### config.mk
export PLATFORM = sky130hd
export DESIGN_NAME = tccc_div_cell
export DESIGN_NICKNAME = d
export VERILOG_FILES = /design/src/sv/tccc_pkg.sv /design/src/sv/tccc_div_cell.sv
export SDC_FILE = /design/constraint.sdc
export NUM_CORES = 1
export LEC_CHECK = 0
export ABC_AREA = 1
export BUFFER_PORTS_ARGS = -buffer_cell sky130_fd_sc_hd__buf_2
export CAP_MARGIN = 10
export CORE_ASPECT_RATIO = 0.8
export CORE_MARGIN = 2
export CORE_UTILIZATION = 25
export DETAILED_ROUTE_END_ITERATION = 8
export GPL_TIMING_DRIVEN = 0
export PLACE_DENSITY = 0.48
export SLEW_MARGIN = 20
export SYNTH_ARGS = -nofsm -noshare
export SYNTH_HDL_FRONTEND = slang
export SYNTH_SLANG_ARGS = --single-unit
### constraint.sdc
create_clock -name aclk -period 2 [get_ports aclk]
set_input_delay 0.1 -clock aclk [delete_from_list [all_inputs] [get_ports aclk]]
set_output_delay 0.1 -clock aclk [all_outputs]
set_load 0.005 [all_outputs]
### src/sv/tccc_pkg.sv
// Shared constants and the arctangent table of the compass heading pipeline.
package tccc_pkg;

    localparam int FRAC          = 30;
    localparam int QW            = FRAC + 1;
    localparam int ZW            = 32;
    localparam int ANG_SHIFT     = 14;
    localparam int ANG_ROUND     = 8192;
    localparam int ANG_HALF_TURN = 188743680;
    localparam int TURN_UNITS    = 23040;
    localparam int HEADING_W     = 15;
    localparam int ATAN_W        = 26;
    localparam int ATAN_N        = 24;

    // atan(2^-i) in units of 2^-20 degree.
    localparam logic [ATAN_W-1:0] ATAN_DEG_TAB [ATAN_N] = '{
        26'd47185920, 26'd27855475, 26'd14718068, 26'd7471121,
        26'd3750058,  26'd1876857,  26'd938658,   26'd469357,
        26'd234682,   26'd117342,   26'd58671,    26'd29335,
        26'd14668,    26'd7334,     26'd3667,     26'd1833,
        26'd917,      26'd458,      26'd229,      26'd115,
        26'd57,       26'd29,       26'd14,       26'd7
    };

endpackage

### src/sv/tccc_div_cell.sv
// One quotient-bit cell of the pipelined restoring divider.
module tccc_div_cell #(
    parameter int NW    = 16,
    parameter bit FIRST = 1'b0
) (
    input  logic                    aclk,
    input  logic                    en,
    input  logic [NW:0]             rem_in,
    input  logic [NW-1:0]           den_in,
    input  logic [tccc_pkg::QW-1:0] q_in,
    output logic [NW:0]             rem_out,
    output logic [NW-1:0]           den_out,
    output logic [tccc_pkg::QW-1:0] q_out
);

    import tccc_pkg::*;

    logic [NW:0] shifted;
    logic        ge;

    // The first cell takes the numerator as it stands; the rest shift in a zero.
    assign shifted = FIRST ? rem_in : {rem_in[NW-1:0], 1'b0};
    assign ge      = shifted >= {1'b0, den_in};

    always_ff @(posedge aclk) begin
        if (en) begin
            rem_out <= ge ? shifted - {1'b0, den_in} : shifted;
            den_out <= den_in;
            q_out   <= {q_in[QW-2:0], ge};
        end
    end

endmodule

# After elaboration in Yosys (flattened, before gate mapping)
# Cells that the tools add are included.
# W data, S select, Z words.
op_classes:
  muxes: 1
  addsub: 1
  order_cmp: 1
op_table:
  columns: ["cell", "count"]
  rows:
  - ["$ge A17 B16 Y1", 1]
  - ["$mux W17", 1]
  - ["$sub A17 B16 Y17", 1]
word_totals:
  wordCells: 7
  out_inout_bits: 64
  inputBits: 66
  reg_bits: 64

# Longest topological paths before layout
logic_depth:
  ltp_word: 2
  mapped_depth: 13
  depth_no_buf: 13

# Worst setup path before layout
# No wires, ideal clock.
synth_path:
  path_kind: "in2reg"
  from: "input den_in[8]"
  to: "register rem_out[8], data pin"
  required_time_ps: 1748
  cell_stages: 13
  setup_ps: 252
  t_arrival_ps: 1303
  setup_slack_ps: 445
  cell_sequence: "inv_1 > ha_1 > nand2_1 > inv_1 > nand2_1 > nand2_1 > inv_2 > nand3_2 > nand2_4 > nand2_4 > buf_8 > nand2_1 > nand2_1"
synth_between:
  elab_chain_len: 2
  word_cells_on_any_way: 3
  cone_classes: "add/sub: 1; order compare: 1; mux: 1"
synth_rtl:
  columns: ["item", "line", "rtl"]
  rows:
  - ["start: declaration", "tccc_div_cell.sv:9", "input logic [NW-1:0] den_in,"]
  - ["$ge A17 B16 Y1", "tccc_div_cell.sv:23", "assign ge = shifted >= {1'b0, den_in};"]
  - ["via ge", "tccc_div_cell.sv:19", "logic ge;"]
  - ["$mux W17", "tccc_div_cell.sv:27", "rem_out <= ge ? shifted - {1'b0, den_in} : shifted;"]
  - ["end signal: assignment", "tccc_div_cell.sv:27", null]
  - ["end: declaration", "tccc_div_cell.sv:11", "output logic [NW:0] rem_out,"]
# The timed path passes the listed nets, and every way through them passes these cells.
# A chain may end at the register's enable or synchronous reset.

# Worst setup path in the final report
layout_path:
  from: "input den_in[0]"
  to: "register rem_out[14], data pin"
layout_between:
  elab_chain_len: 2
  word_cells_on_any_way: 3
  cone_classes: "add/sub: 1; order compare: 1; mux: 1"
layout_rtl:
  columns: ["item", "line"]
  rows:
  - ["$sub A17 B16 Y17 / $ge A17 B16 Y1 (equally long branches)", "tccc_div_cell.sv:27, tccc_div_cell.sv:23"]
  - ["$mux W17 *", "tccc_div_cell.sv:27"]
# Mark *: on every way between the ends. The rest lies on a longest branch, timed or not.

==> flow_summary.yaml <==
floorplan:
  die_h_um: 107
  ios: 130
  num_rows: 37
  core_area_um2: 12900
  dieArea_um2: 14300
  start_util_pct: 25.8
  die_w_um: 133
setup_path:
  start_kind: "input pin"
  cp-end-kind: "register"
  cp.required_ps: 2090
  max_stage_delay_ps: 530
  critPathMaxFanout: 3
  crit_arrival_ps: 1990
  cp_common_cell: "nand2_1"
  worstSetupPathType: "in -> reg"
  crit_chain: "dlygate4sd3_1, buf_2, fa_1, inv_1, nand2_1, nand3b_1, nand2_1, nand2_1, nand2_1, nand3_1, nand2_1"
  cp_slowest_cell: "dlygate4sd3_1"
synth:
  synth_top_family_by_area: "simple AND/OR/NAND/NOR gates"
  synth-xor-area-share_pct: 1.84
  synth_compound_area_share_pct: 2.59
  synth.area.mux_share_pct: 0
  synthCells: 346
  async_reset_ff_share_pct: 0
  yosysUniqueCellTypes: 29
  syn-num-nets: 429
  yosys.area_share.simple_pct: 23.4
  yosysWarnings: 0
  seq_area_frac_synth_pct: 57.7
  synthAdderAreaFrac_pct: 6.61
  syn-cell-area_um2: 3330
  synth_edf_count: 64
  synth_seq_cells: 64
  synth.avg_cell_area_um2: 9.63
  synthFlopType: "edfxtp_1"
timing:
  setup_viol_count_final: 0
  max_slew_margin_pct: 46.0
  max_freq_mhz: 526
  finalWorstSetupSlack_ps: 98.1
  finalCritPeriodShare_pct: 95.1
  min_period_ps: 1900
  rsz0062_at_grt: "no"
  tightest_slew_ps: 810
  slew_violations: 0
  hold_viol: 0
clock_tree:
  cts_tree: "done"
  clk_pin_slew_ps: 50
  root_buffer: "clkbuf_16"
  clock_path_buffers: 2
  cts_sinks: 64
  htreeDepth: 3
  numCtsBuffers: 9
placement:
  place.gp.congestion: 0.841
  dp_hpwl_mm: 6.73
  place_ws_ps: 21.3
  postPlaceCellArea_um2: 4190
  io_buffers: 127
  dp_cells: 648
drt:
  viasPerCell: 4.05
  highest_layer: "met4"
  wl_met3_um: 622
  routed_wl_mm: 9.37
  met2_length_mm: 3.97
  vias: 2887
  drc_errors: 0
  drt-pass1-iter-count: 4
  drt_iter0_drc: 120
  antenna_left: 0
  wl_per_cell_um: 13.2
  wl_met1_mm: 4.69
power:
  power.total_w: 0.00423
  power_leakage_nw: 2.47
  irDropWorstVdd_mv: 0.393
  pwr_density_cell_nw_per_um2: 844
global_route:
  grt_overflow: 0
  grt_pass1_wl_mm: 14.9
  first_global_vias: 2952
  grtUsageTotal_pct: 13.8
  antenna_found_initial: 0
  grt_max_degree: 65
layout:
  drive_gt1_share_pct: 30.0
  diodes: 0
  design_area_um2: 5010
  stdcell_count: 712
  fin_util_pct: 38.8
  nNetsFinal: 615
  syn_to_final_growth_pct: 50.4
  fillers: 1324
outcome:
  run_status: "finished, final reports clean"
flow_run:
  maxCapViolCount: 0
hold_path:
  worstHoldPathType: "in -> reg"
[worst max-delay path, delay by kind of cell]
family                   cells  cell delay (ps)
AND/OR/NAND/NOR              7              660
adder cells (fa/ha/maj)      1              470
buffers and inverters        3              760
[cells in the mapped netlist (2+ instances only)]
library cell | n | area, um^2
nand2_1 | 114 | 428
xor2_1 | 6 | 52.6
nor2_1 | 14 | 52.6
ha_1 | 16 | 200
inv_1 | 62 | 233
o21ai_0 | 3 | 15.0
edfxtp_1 | 64 | 1920
nand3_2 | 2 | 20.0
and2_1 | 2 | 12.5
a21oi_1 | 9 | 45.0
nand3b_1 | 4 | 30.0
nand4_1 | 3 | 18.8
nand3_1 | 28 | 140
nand2_4 | 2 | 22.5
nor2_2 | 2 | 12.5
a21oi_2 | 2 | 17.5
[stage by stage]
step	hold slack [ps]	TNS, ps
after floorplan	199	0
after global placement	277	-24.6
after detailed placement	279	0
after CTS	72.7	0
after global routing	89.2	0
final	81.7	0
[path summary, 6_finish.rpt]
kind                   from           to  slack [ps]  depth (start not counted)
setup / recovery  den_in[0]  rem_out[14]         100                         11
hold / removal    rem_in[9]  rem_out[10]          80                          3
[flip-flops by register name (all words and copies together), names as in the netlist]
register,cells
q_out,31
rem_out,17
den_out,16
[cell type report]
class | instances | area [um^2] | share of cell area, %
sequential | 64 | 1920 | 38.4
clock inverter | 7 | 120 | 2.40
clock buffer | 9 | 225 | 4.50
buffer | 3 | 27.5 | 0.549
tap | 175 | 219 | 4.37
timing repair buffer | 175 | 1110 | 22.2
multi-input combinational | 216 | 1150 | 22.9
inverter | 63 | 236 | 4.72
[timing repair]
action	in CTS	in global routing
hold endpoints to repair	46	0
endpoints found under the setup margin	0	16
gates resized for setup	0	1
setup buffers	0	2
hold buffers	46	0
[cells by family (layout without fill, tap and decap cells)]
family | Yosys count | in the layout
AO/OA/AOI/OAI | 15 | 15
buffers and inverters | 66 | 257
flip-flops | 64 | 64
AND/OR/NAND/NOR | 177 | 177
XOR/XNOR | 7 | 7
adder cells (fa/ha/maj) | 17 | 17
[where the power goes]
group	leakage, nW	total, W	internal [W]	switching [W]
clock	0.167	0.00183	0.00122	0.000609
combinational	1.67	0.000735	0.000338	0.000398
sequential	0.626	0.00167	0.00163	0.0000314
total	2.47	0.00423	0.00319	0.00104
[metal layers]
layer,GRT usage (%),up-vias
li1,-,1491
met2,21.2,97
met1,18.3,1293
met3,5.23,6
met4,3.30,0
met5,0,-
[layout by cell type (no fill, tap or decap), drive strengths merged, types with 6 or more instances in the layout]
cell type,synthesis,layout
clkbuf,0,9
nor2,17,17
buf,3,132
nand3,30,30
inv,63,63
a21oi,11,11
ha,16,16
xor2,6,6
dlygate4sd3,0,46
nand2,117,117
edfxtp,64,64
(Power assumes the default switching activity.)
