--- src/sv/tccc_sqrt_cell.sv ---
// One digit cell of the pipelined integer square root.
module tccc_sqrt_cell #(
    parameter int W = 32,
    parameter int J = 0
) (
    input  logic         aclk,
    input  logic         en,
    input  logic [W-1:0] x_in,
    input  logic [W-1:0] res_in,
    output logic [W-1:0] x_out,
    output logic [W-1:0] res_out
);

    localparam logic [W:0] BIT = (W+1)'(1) << (2 * J);

    logic [W:0] trial;

    assign trial = {1'b0, res_in} + BIT;

    always_ff @(posedge aclk) begin
        if (en) begin
            if ({1'b0, x_in} >= trial) begin
                x_out   <= x_in - trial[W-1:0];
                res_out <= (res_in >> 1) + BIT[W-1:0];
            end else begin
                x_out   <= x_in;
                res_out <= res_in >> 1;
            end
        end
    end

endmodule

--- config.mk ---
export PLATFORM = sky130hd
export DESIGN_NAME = tccc_sqrt_cell
export DESIGN_NICKNAME = d
export VERILOG_FILES = /design/src/sv/tccc_sqrt_cell.sv
export SDC_FILE = /design/constraint.sdc
export NUM_CORES = 1
export LEC_CHECK = 0
export BUFFER_PORTS_ARGS = -buffer_cell sky130_fd_sc_hd__clkbuf_2
export CAP_MARGIN = 30
export CELL_PAD_IN_SITES_DETAIL_PLACEMENT = 1
export CELL_PAD_IN_SITES_GLOBAL_PLACEMENT = 1
export CORE_ASPECT_RATIO = 1.5
export CORE_MARGIN = 3
export CORE_UTILIZATION = 30
export DETAILED_ROUTE_END_ITERATION = 8
export MAX_ROUTING_LAYER = met4
export PLACE_DENSITY = 0.65
export REMOVE_ABC_BUFFERS = 1
export SLEW_MARGIN = 15
export SYNTH_ARGS = -nofsm -noshare
export SYNTH_HDL_FRONTEND = slang
export SYNTH_SLANG_ARGS = --single-unit
--- constraint.sdc ---
create_clock -name aclk -period 5.2 [get_ports aclk]
set_input_delay 0.26 -clock aclk [delete_from_list [all_inputs] [get_ports aclk]]
set_output_delay 0.26 -clock aclk [all_outputs]
set_load 0.05 [all_outputs]
Word level (Yosys, flattened, before mapping)
Index checks and enable logic that the tools add are counted.
{"block": "word_totals", "register_bits": 64, "out_inout_bits": 64, "wordCells": 9}
{"block": "op_classes", "addsub": 3, "n_lt_le_gt_ge": 1, "n_mux": 2}
{"cell": "32-bit by 1-bit adder with 33-bit output, second input constant", "n": 1}
{"cell": "32-bit by 33-bit greater-or-equal comparator with 1-bit output", "n": 1}
{"cell": "31-bit by 1-bit adder with 32-bit output, second input constant", "n": 1}
{"cell": "32-bit 2-to-1 mux", "n": 1}
{"cell": "32-bit subtractor", "n": 1}
{"cell": "31-bit 2-to-1 mux", "n": 1}

Longest topological paths before layout
Gate-level depths: netlist of the first run.
{"block": "logic_depth", "ltp_word": 3, "depth_mapped": 22}

Worst setup path after synthesis of the first run
Ideal clock, no wire load.
{"block": "synth_path", "path_kind": "input port to flip-flop", "from": "in res_in[3]", "to": "reg res_out[1], data pin", "t_arrival_ps": 4055, "t_required_ps": 4938, "path_slack_ps": 883, "cell_stages": 19, "cell_sequence": "clkbuf_1 > and3_1 > and3_1 > and3_1 > and3_1 > and3_1 > nand3_1 > nor2_1 > nand3_1 > xor2_1 > ha_1 > nand4_1 > or4_1 > o41ai_1 > a21oi_1 > a21oi_1 > a21oi_1 > buf_2 > mux2_1"}
{"block": "synth_between", "elab_chain_len": 3}
{"element": "start: declaration", "line": "9", "text": "input logic [W-1:0] res_in,"}
{"element": "32-bit by 1-bit adder with 33-bit output", "line": "18", "text": "assign trial = {1'b0, res_in} + BIT;"}
{"element": "32-bit by 33-bit greater-or-equal comparator with 1-bit output", "line": "22", "text": "if ({1'b0, x_in} >= trial) begin"}
{"element": "31-bit 2-to-1 mux", "line": "22"}
{"element": "end signal: assignment", "line": "24", "text": "res_out <= (res_in >> 1) + BIT[W-1:0];"}
{"element": "end signal: assignment", "line": "27", "text": "res_out <= res_in >> 1;"}
{"element": "end: declaration", "line": "11", "text": "output logic [W-1:0] res_out"}
Every way passes these cells.
A chain may end at the register's enable or synchronous reset.

Final worst setup path of the first run
{"block": "layout_path", "from": "in res_in[2]", "to": "reg res_out[16], data pin"}
{"block": "layout_between", "elab_chain_len": 3, "word_cells_on_any_way": 4, "classes_between": "2 x add/sub; 1 x order compare; 1 x mux"}
{"element": "32-bit by 1-bit adder with 33-bit output", "line": "18"}
{"element": "32-bit by 33-bit greater-or-equal comparator with 1-bit output", "line": "22"}
{"element": "31-bit 2-to-1 mux (*)", "line": "22"}
Mark *: on every way between the ends. The rest lies on a longest branch, timed or not.

==> results of run 1 <==
flip-flops by register name, summed over array words and instances (netlist names):
register / count
res_out: 32
x_out: 32
cell usage in the layout, fill, tap and decap left out, types with 2 or more instances in the layout:
cell | netlist | layout
a22oi_1 | 2 | 2
clkbuf_2 | 0 | 129
xnor2_1 | 29 | 29
nand4_1 | 12 | 12
nor2_1 | 45 | 45
o21bai_1 | 3 | 3
nand3_1 | 24 | 24
a21o_1 | 7 | 7
xor2_1 | 60 | 60
or4_1 | 2 | 2
o21a_1 | 6 | 6
nor3_1 | 16 | 16
and3_1 | 13 | 13
edfxtp_1 | 64 | 64
nand2b_1 | 3 | 3
o21ai_0 | 16 | 16
nor4_1 | 3 | 3
a211oi_1 | 3 | 3
o211ai_1 | 3 | 3
nor2b_1 | 7 | 7
ha_1 | 34 | 34
clkbuf_16 | 0 | 9
a31oi_1 | 2 | 2
nand2_1 | 80 | 80
clkinv_4 | 0 | 2
a21oi_1 | 38 | 37
buf_12 | 0 | 2
bufinv_16 | 0 | 3
nor4_2 | 3 | 3
o21ai_1 | 33 | 33
o41ai_1 | 2 | 2
inv_1 | 23 | 23
and4_1 | 5 | 5
buf_4 | 0 | 13
metrics by stage:
step | util | setup WS, ns | instance area [sq um] | std cells
3_3_place_gp | 0.367 | 0.252 | 6020 | 899
4_1_cts | 0.389 | 0.411 | 6380 | 915
2_1_floorplan | - | -1.78 | 4970 | 549
5_1_grt | 0.389 | 0.0533 | 6380 | 915
6_report | 0.389 | 0.378 | 6380 | 915
3_5_place_dp | 0.367 | 0.0874 | 6020 | 899
final cells by class:
| class | instances | area (sq um) | share of cell area |
|---|---|---|---|
| clock buffers | 9 | 225 | 0.0353 |
| clock inverters | 7 | 128 | 0.0200 |
| inverters | 23 | 86.3 | 0.0135 |
| multi-input cells | 462 | 2970 | 0.466 |
| flip-flops and latches | 64 | 1920 | 0.301 |
| well taps | 206 | 258 | 0.0404 |
| repair buffers | 144 | 783 | 0.123 |
worst paths after layout:
kind | to | slack [ns] | depth (start not counted) | start
setup / recovery | res_out[16] | 0.38 | 18 | res_in[2]
hold / removal | x_out[4] | 0.21 | 3 | x_in[4]
worst min-delay path: stages:
cell and delay [ns]:
clkbuf_2 0.10, nand2_1 0.05, nand2_1 0.05
where the power goes:
part,switching (mW),internal [mW]
combinational,0.486,0.199
sequential,0.0163,0.642
clock,0.262,0.475
total,0.765,1.32
cell families (layout without fill, tap and decap cells):
group,after synthesis,after routing,share of synthesized area
XOR/XNOR,89,89,0.153
multiplexers,1,1,0.00221
AO/OA/AOI/OAI,122,122,0.139
buffers and inverters,50,183,0.0398
adder cells (fa/ha/maj),35,35,0.0876
AND/OR/NAND/NOR,215,215,0.200
flip-flops,64,64,0.378
metal layers:
metal | vias up | track usage | part of all wire
met5 | - | - | 0
met4 | 0 | 0.0804 | 0.033
met3 | 24 | 0.0281 | 0.036
met2 | 124 | 0.369 | 0.55
met1 | 2248 | 0.199 | 0.38
li1 | 2309 | - | -
==> results.yml, run 1 <==
outcome:
  status: "finished, final reports clean"
cts:
  clk_pin_slew_ns: 0.06
  clock-sinks: 64
  cts_tree: "yes"
  cts-buffers-inserted: 9
  htreeDepth: 3
  cts_setup_buffers: 0
  clockBufferDepth: 2
  cts_resized: 0
  hold_buffers: 0
  clockRootBuffer: "clkbuf_16"
power:
  power_mw: 2.08
  peakVddDrop_mv: 0.156
  power_leakage_nw: 2.69
  power.density_nw_per_um2: 326
cells_and_area:
  area_growth_pct: 25.3
  nNetsFinal: 805
  diodes: 0
  final.fill_count: 1968
  drive_above_1_share: 0.233
critical_path:
  crit_slowest_cell: "or4_1"
  crit_top_cell: "and3_1"
  worst-setup-path-type: "input port to register"
  worstPathRequired_ns: 5.28
  start_kind: "input port"
  cp-end-kind: "register"
  critical_path_buf_inv_count: 2
  path_cells: "clkbuf_2 -> ha_1 -> and3_1 -> and3_1 -> and3_1 -> and4_1 -> nand4_1 -> xor2_1 -> ha_1 -> nand4_1 -> or4_1 -> o41ai_1 -> a21oi_1 -> a21oi_1 -> a21oi_4 -> buf_12 -> nor3_1 -> xor2_1"
  critPathArrivalTime_ns: 4.90
  cpPeakStageDelay_ns: 0.49
  crit_family: "simple AND/OR/NAND/NOR gates"
  cp_max_fo: 27
yosys:
  avgSynthCellArea_sq_um: 8.83
  synth.most_common_cell: "nand2_1"
  ys_ff_latch: 64
  synth_edf_count: 64
  synthCells: 576
  ys_types: 43
  yosysSeqAreaShare: 0.378
  synth.top_cell.area_share: 0.378
  synth.top_cells.by_count: "nand2_1 (80), edfxtp_1 (64), xor2_1 (60)"
  synth_area_leaders: "edfxtp_1 (38%), xor2_1 (10%), ha_1 (8.4%)"
  syn_area_sq_um: 5090
  yosysWarnings: 0
  synth_largest_area_cell: "edfxtp_1"
  yosys_most_used_dff: "edfxtp_1"
  async_reset_ff_frac: 0
detailed_routing:
  first_pass_iters: 4
  wl_microns: 17500
  drt-initial-drc-count: 249
  vias: 4705
  post-route-drc-count: 0
  ant_nets: 0
  detail_route.wl_per_cell_microns: 19.2
  vias_per_cell: 5.14
floorplan:
  io_pins: 130
  initial_utilization: 0.310
  die_h_microns: 165
  core-area_sq_um: 16400
  rows: 57
  die_area_sq_um: 18600
  die_w_microns: 112
timing:
  grt_setup_unrepaired: "no"
  max_freq_mhz: 207
  setup_viol: 0
  worst_pin_slew_ns: 0.893
  period_share: 0.927
  relSlewSlack: 0.404
  drv_slew: 0
  fin_tns_setup_ns: 0
  timing.hold.ws_ns: 0.212
  hold_violations: 0
  min_period_ns: 4.82
placement:
  port_buffers: 129
  hpwlAfterDp_microns: 14300
  gp_congestion: 0.907
grt:
  grt_usage: 0.194
  antenna_found_initial: 0
  grt_pass1_wl_microns: 27100
  grt_max_degree: 65
  overflow: 0
  grt_pass1_vias: 5038
hold_path:
  hold_path.class: "input port to register"
job:
  cap_viol_max_count: 0
Note: power is estimated with default switching activity, not from simulation.
==> run 2: changes to the inputs <==
- CORE_MARGIN: 3 -> 2
- SKIP_CTS_REPAIR_TIMING: default -> 1
- SLEW_MARGIN: 15 -> default
==> run 2 against run 1 <==
Net effect:
- global-route usage grew 0.77 points
- fmax grew 0.71%
- non-clock buffer count shrank 4
- combinational power shrank 2%
- utilization shrank 0.95 points
- clock power shrank 2%
- critical path depth grew 3
- sequential power is essentially flat
- sequential share of layout area grew 0.22 points
- total power shrank 1.3%
- routed wire length shrank 3.0%
- die area shrank 3.0%
- critical endpoint is now res_out[11]
==> results.yml, run 2 (synthesis results as in run 1) <==
outcome:
  status: "finished, final reports clean"
hold_path:
  hold_path.class: "input port to register"
  min_to: "x_out[4]"
  holdPathStages: 3
  min-delay-start: "x_in[4]"
detailed_routing:
  vias_per_cell: 5.16
  drt-initial-drc-count: 136
  post-route-drc-count: 0
  first_pass_iters: 4
  vias: 4720
  ant_nets: 0
  detail_route.wl_per_cell_microns: 18.6
  wl_microns: 17000
cts:
  clockBufferDepth: 2
  htreeDepth: 3
  clock-sinks: 64
  clockRootBuffer: "clkbuf_16"
  clk_pin_slew_ns: 0.06
  cts_tree: "yes"
  cts-buffers-inserted: 9
cells_and_area:
  mostFrequentLayoutCell: "clkbuf_2"
  largestRegisters: "res_out x32, x_out x32"
  final_cell_mix: "clkbuf_2 (129), nand2_1 (80), edfxtp_1 (64)"
  final-seq-area_sq_um: 1920
  area_growth_pct: 24.4
  diodes: 0
  nNetsFinal: 801
  final.fill_count: 2037
  stdcell_area_sq_um: 6330
  drive_above_1_share: 0.227
  utilization: 0.379
  multi_input_area_sq_um: 2970
power:
  pwr-share-clk: 0.351
  internal_power_mw: 1.30
  power_mw: 2.05
  power.density_nw_per_um2: 324
  p_comb_frac: 0.328
  power_leakage_nw: 2.66
  pwr-share-seq: 0.321
  peakVddDrop_mv: 0.146
  p_sw_frac: 0.365
  power_switching_mw: 0.750
grt:
  grt_pass1_vias: 5081
  grt_pass1_wl_microns: 26400
  overflow: 0
  antenna_found_initial: 0
  grt_usage: 0.202
  grt_max_degree: 69
critical_path:
  start_kind: "input port"
  cp-end-kind: "register"
  critPathArrivalTime_ns: 4.87
  cp_max_fo: 68
  worst-setup-path-type: "input port to register"
  worstPathRequired_ns: 5.28
job:
  cap_viol_max_count: 0
timing:
  hold_violations: 0
  max_freq_mhz: 209
  drv_slew: 0
  grt_setup_unrepaired: "no"
  setup_viol: 0
  relSlewSlack: 0.403
  fin_tns_setup_ns: 0
  min_period_ns: 4.79
  worst_pin_slew_ns: 0.895
  fin_ws_ns: 0.412
  period_share: 0.921
floorplan:
  rows: 58
  io_pins: 130
  core-area_sq_um: 16700
  initial_utilization: 0.305
  die_w_microns: 110
  die_h_microns: 163
  die_area_sq_um: 18000
placement:
  gp_congestion: 0.952
  place_area_sq_um: 5990
  pre_cts_ws_ns: 0.0650
  port_buffers: 129
  hpwlAfterDp_microns: 13700
-- run 2: cell count changes in the layout (fill, tap and decap cells not counted) --
cell,change
buf_12,-1
inv_8,-1
clkinv_4,-1
buf_4,-3
clkinvlp_4,+1
clkinv_1,+1
-- run 2: worst max-delay path by stage --
stage	startpoint	end	slack [ns]	cells past startpoint
finish	res_in[2]	res_out[11]	0.41	21
global route	res_in[2]	res_out[11]	0.03	21
CTS	res_in[2]	res_out[17]	0.39	21
detailed placement	res_in[2]	res_out[16]	0.06	21
global placement	res_in[2]	res_out[19]	0.33	21
floorplan	res_in[1]	res_out[15]	-1.78	19
-- run 2: cell type report --
cell class	instances	area share
tap	210	0.0415
clock buffer	9	0.0356
timing repair buffer	140	0.117
clock inverter	7	0.0188
sequential	64	0.304
multi-input combinational	462	0.470
inverter	23	0.0136
-- run 2: layer usage --
metal / vias to the layer above / global-route usage / part of all wire
li1: 2299 / - / -
met2: 118 / 0.362 / 0.54
met5: - / - / 0
met4: 0 / 0.105 / 0.050
met1: 2263 / 0.206 / 0.37
met3: 40 / 0.0331 / 0.039
-- run 2: stage by stage --
stage,cells,hold WS (ns)
5_1_grt,915,0.231
2_1_floorplan,549,0.372
4_1_cts,915,0.207
3_3_place_gp,899,0.555
3_5_place_dp,899,0.571
6_report,915,0.220
-- run 2: power groups by stage --
stage	clock [mW]	sequential (mW)	combinational, mW
5_1_grt	0.755	0.666	0.727
6_report	0.721	0.660	0.674
3_3_place_gp	0	0.671	0.668
3_5_place_dp	0	0.672	0.676
2_1_floorplan	0	0.874	0.263
4_1_cts	0.741	0.661	0.680
-- run 2: critical path: stages --
cell and delay (ns):
clkbuf_2 0.15, ha_1 0.23, and3_1 0.21, and3_1 0.19
and3_1 0.25, and3_1 0.20, and3_1 0.23, nand3_1 0.12
nor2_1 0.18, nand3_1 0.11, xor2_1 0.16, ha_1 0.40
nand4_1 0.14, or4_1 0.53, o41ai_1 0.46, a21oi_1 0.12
a21oi_1 0.26, a21oi_4 0.07, buf_12 0.21, nor3_1 0.26
xor2_1 0.10
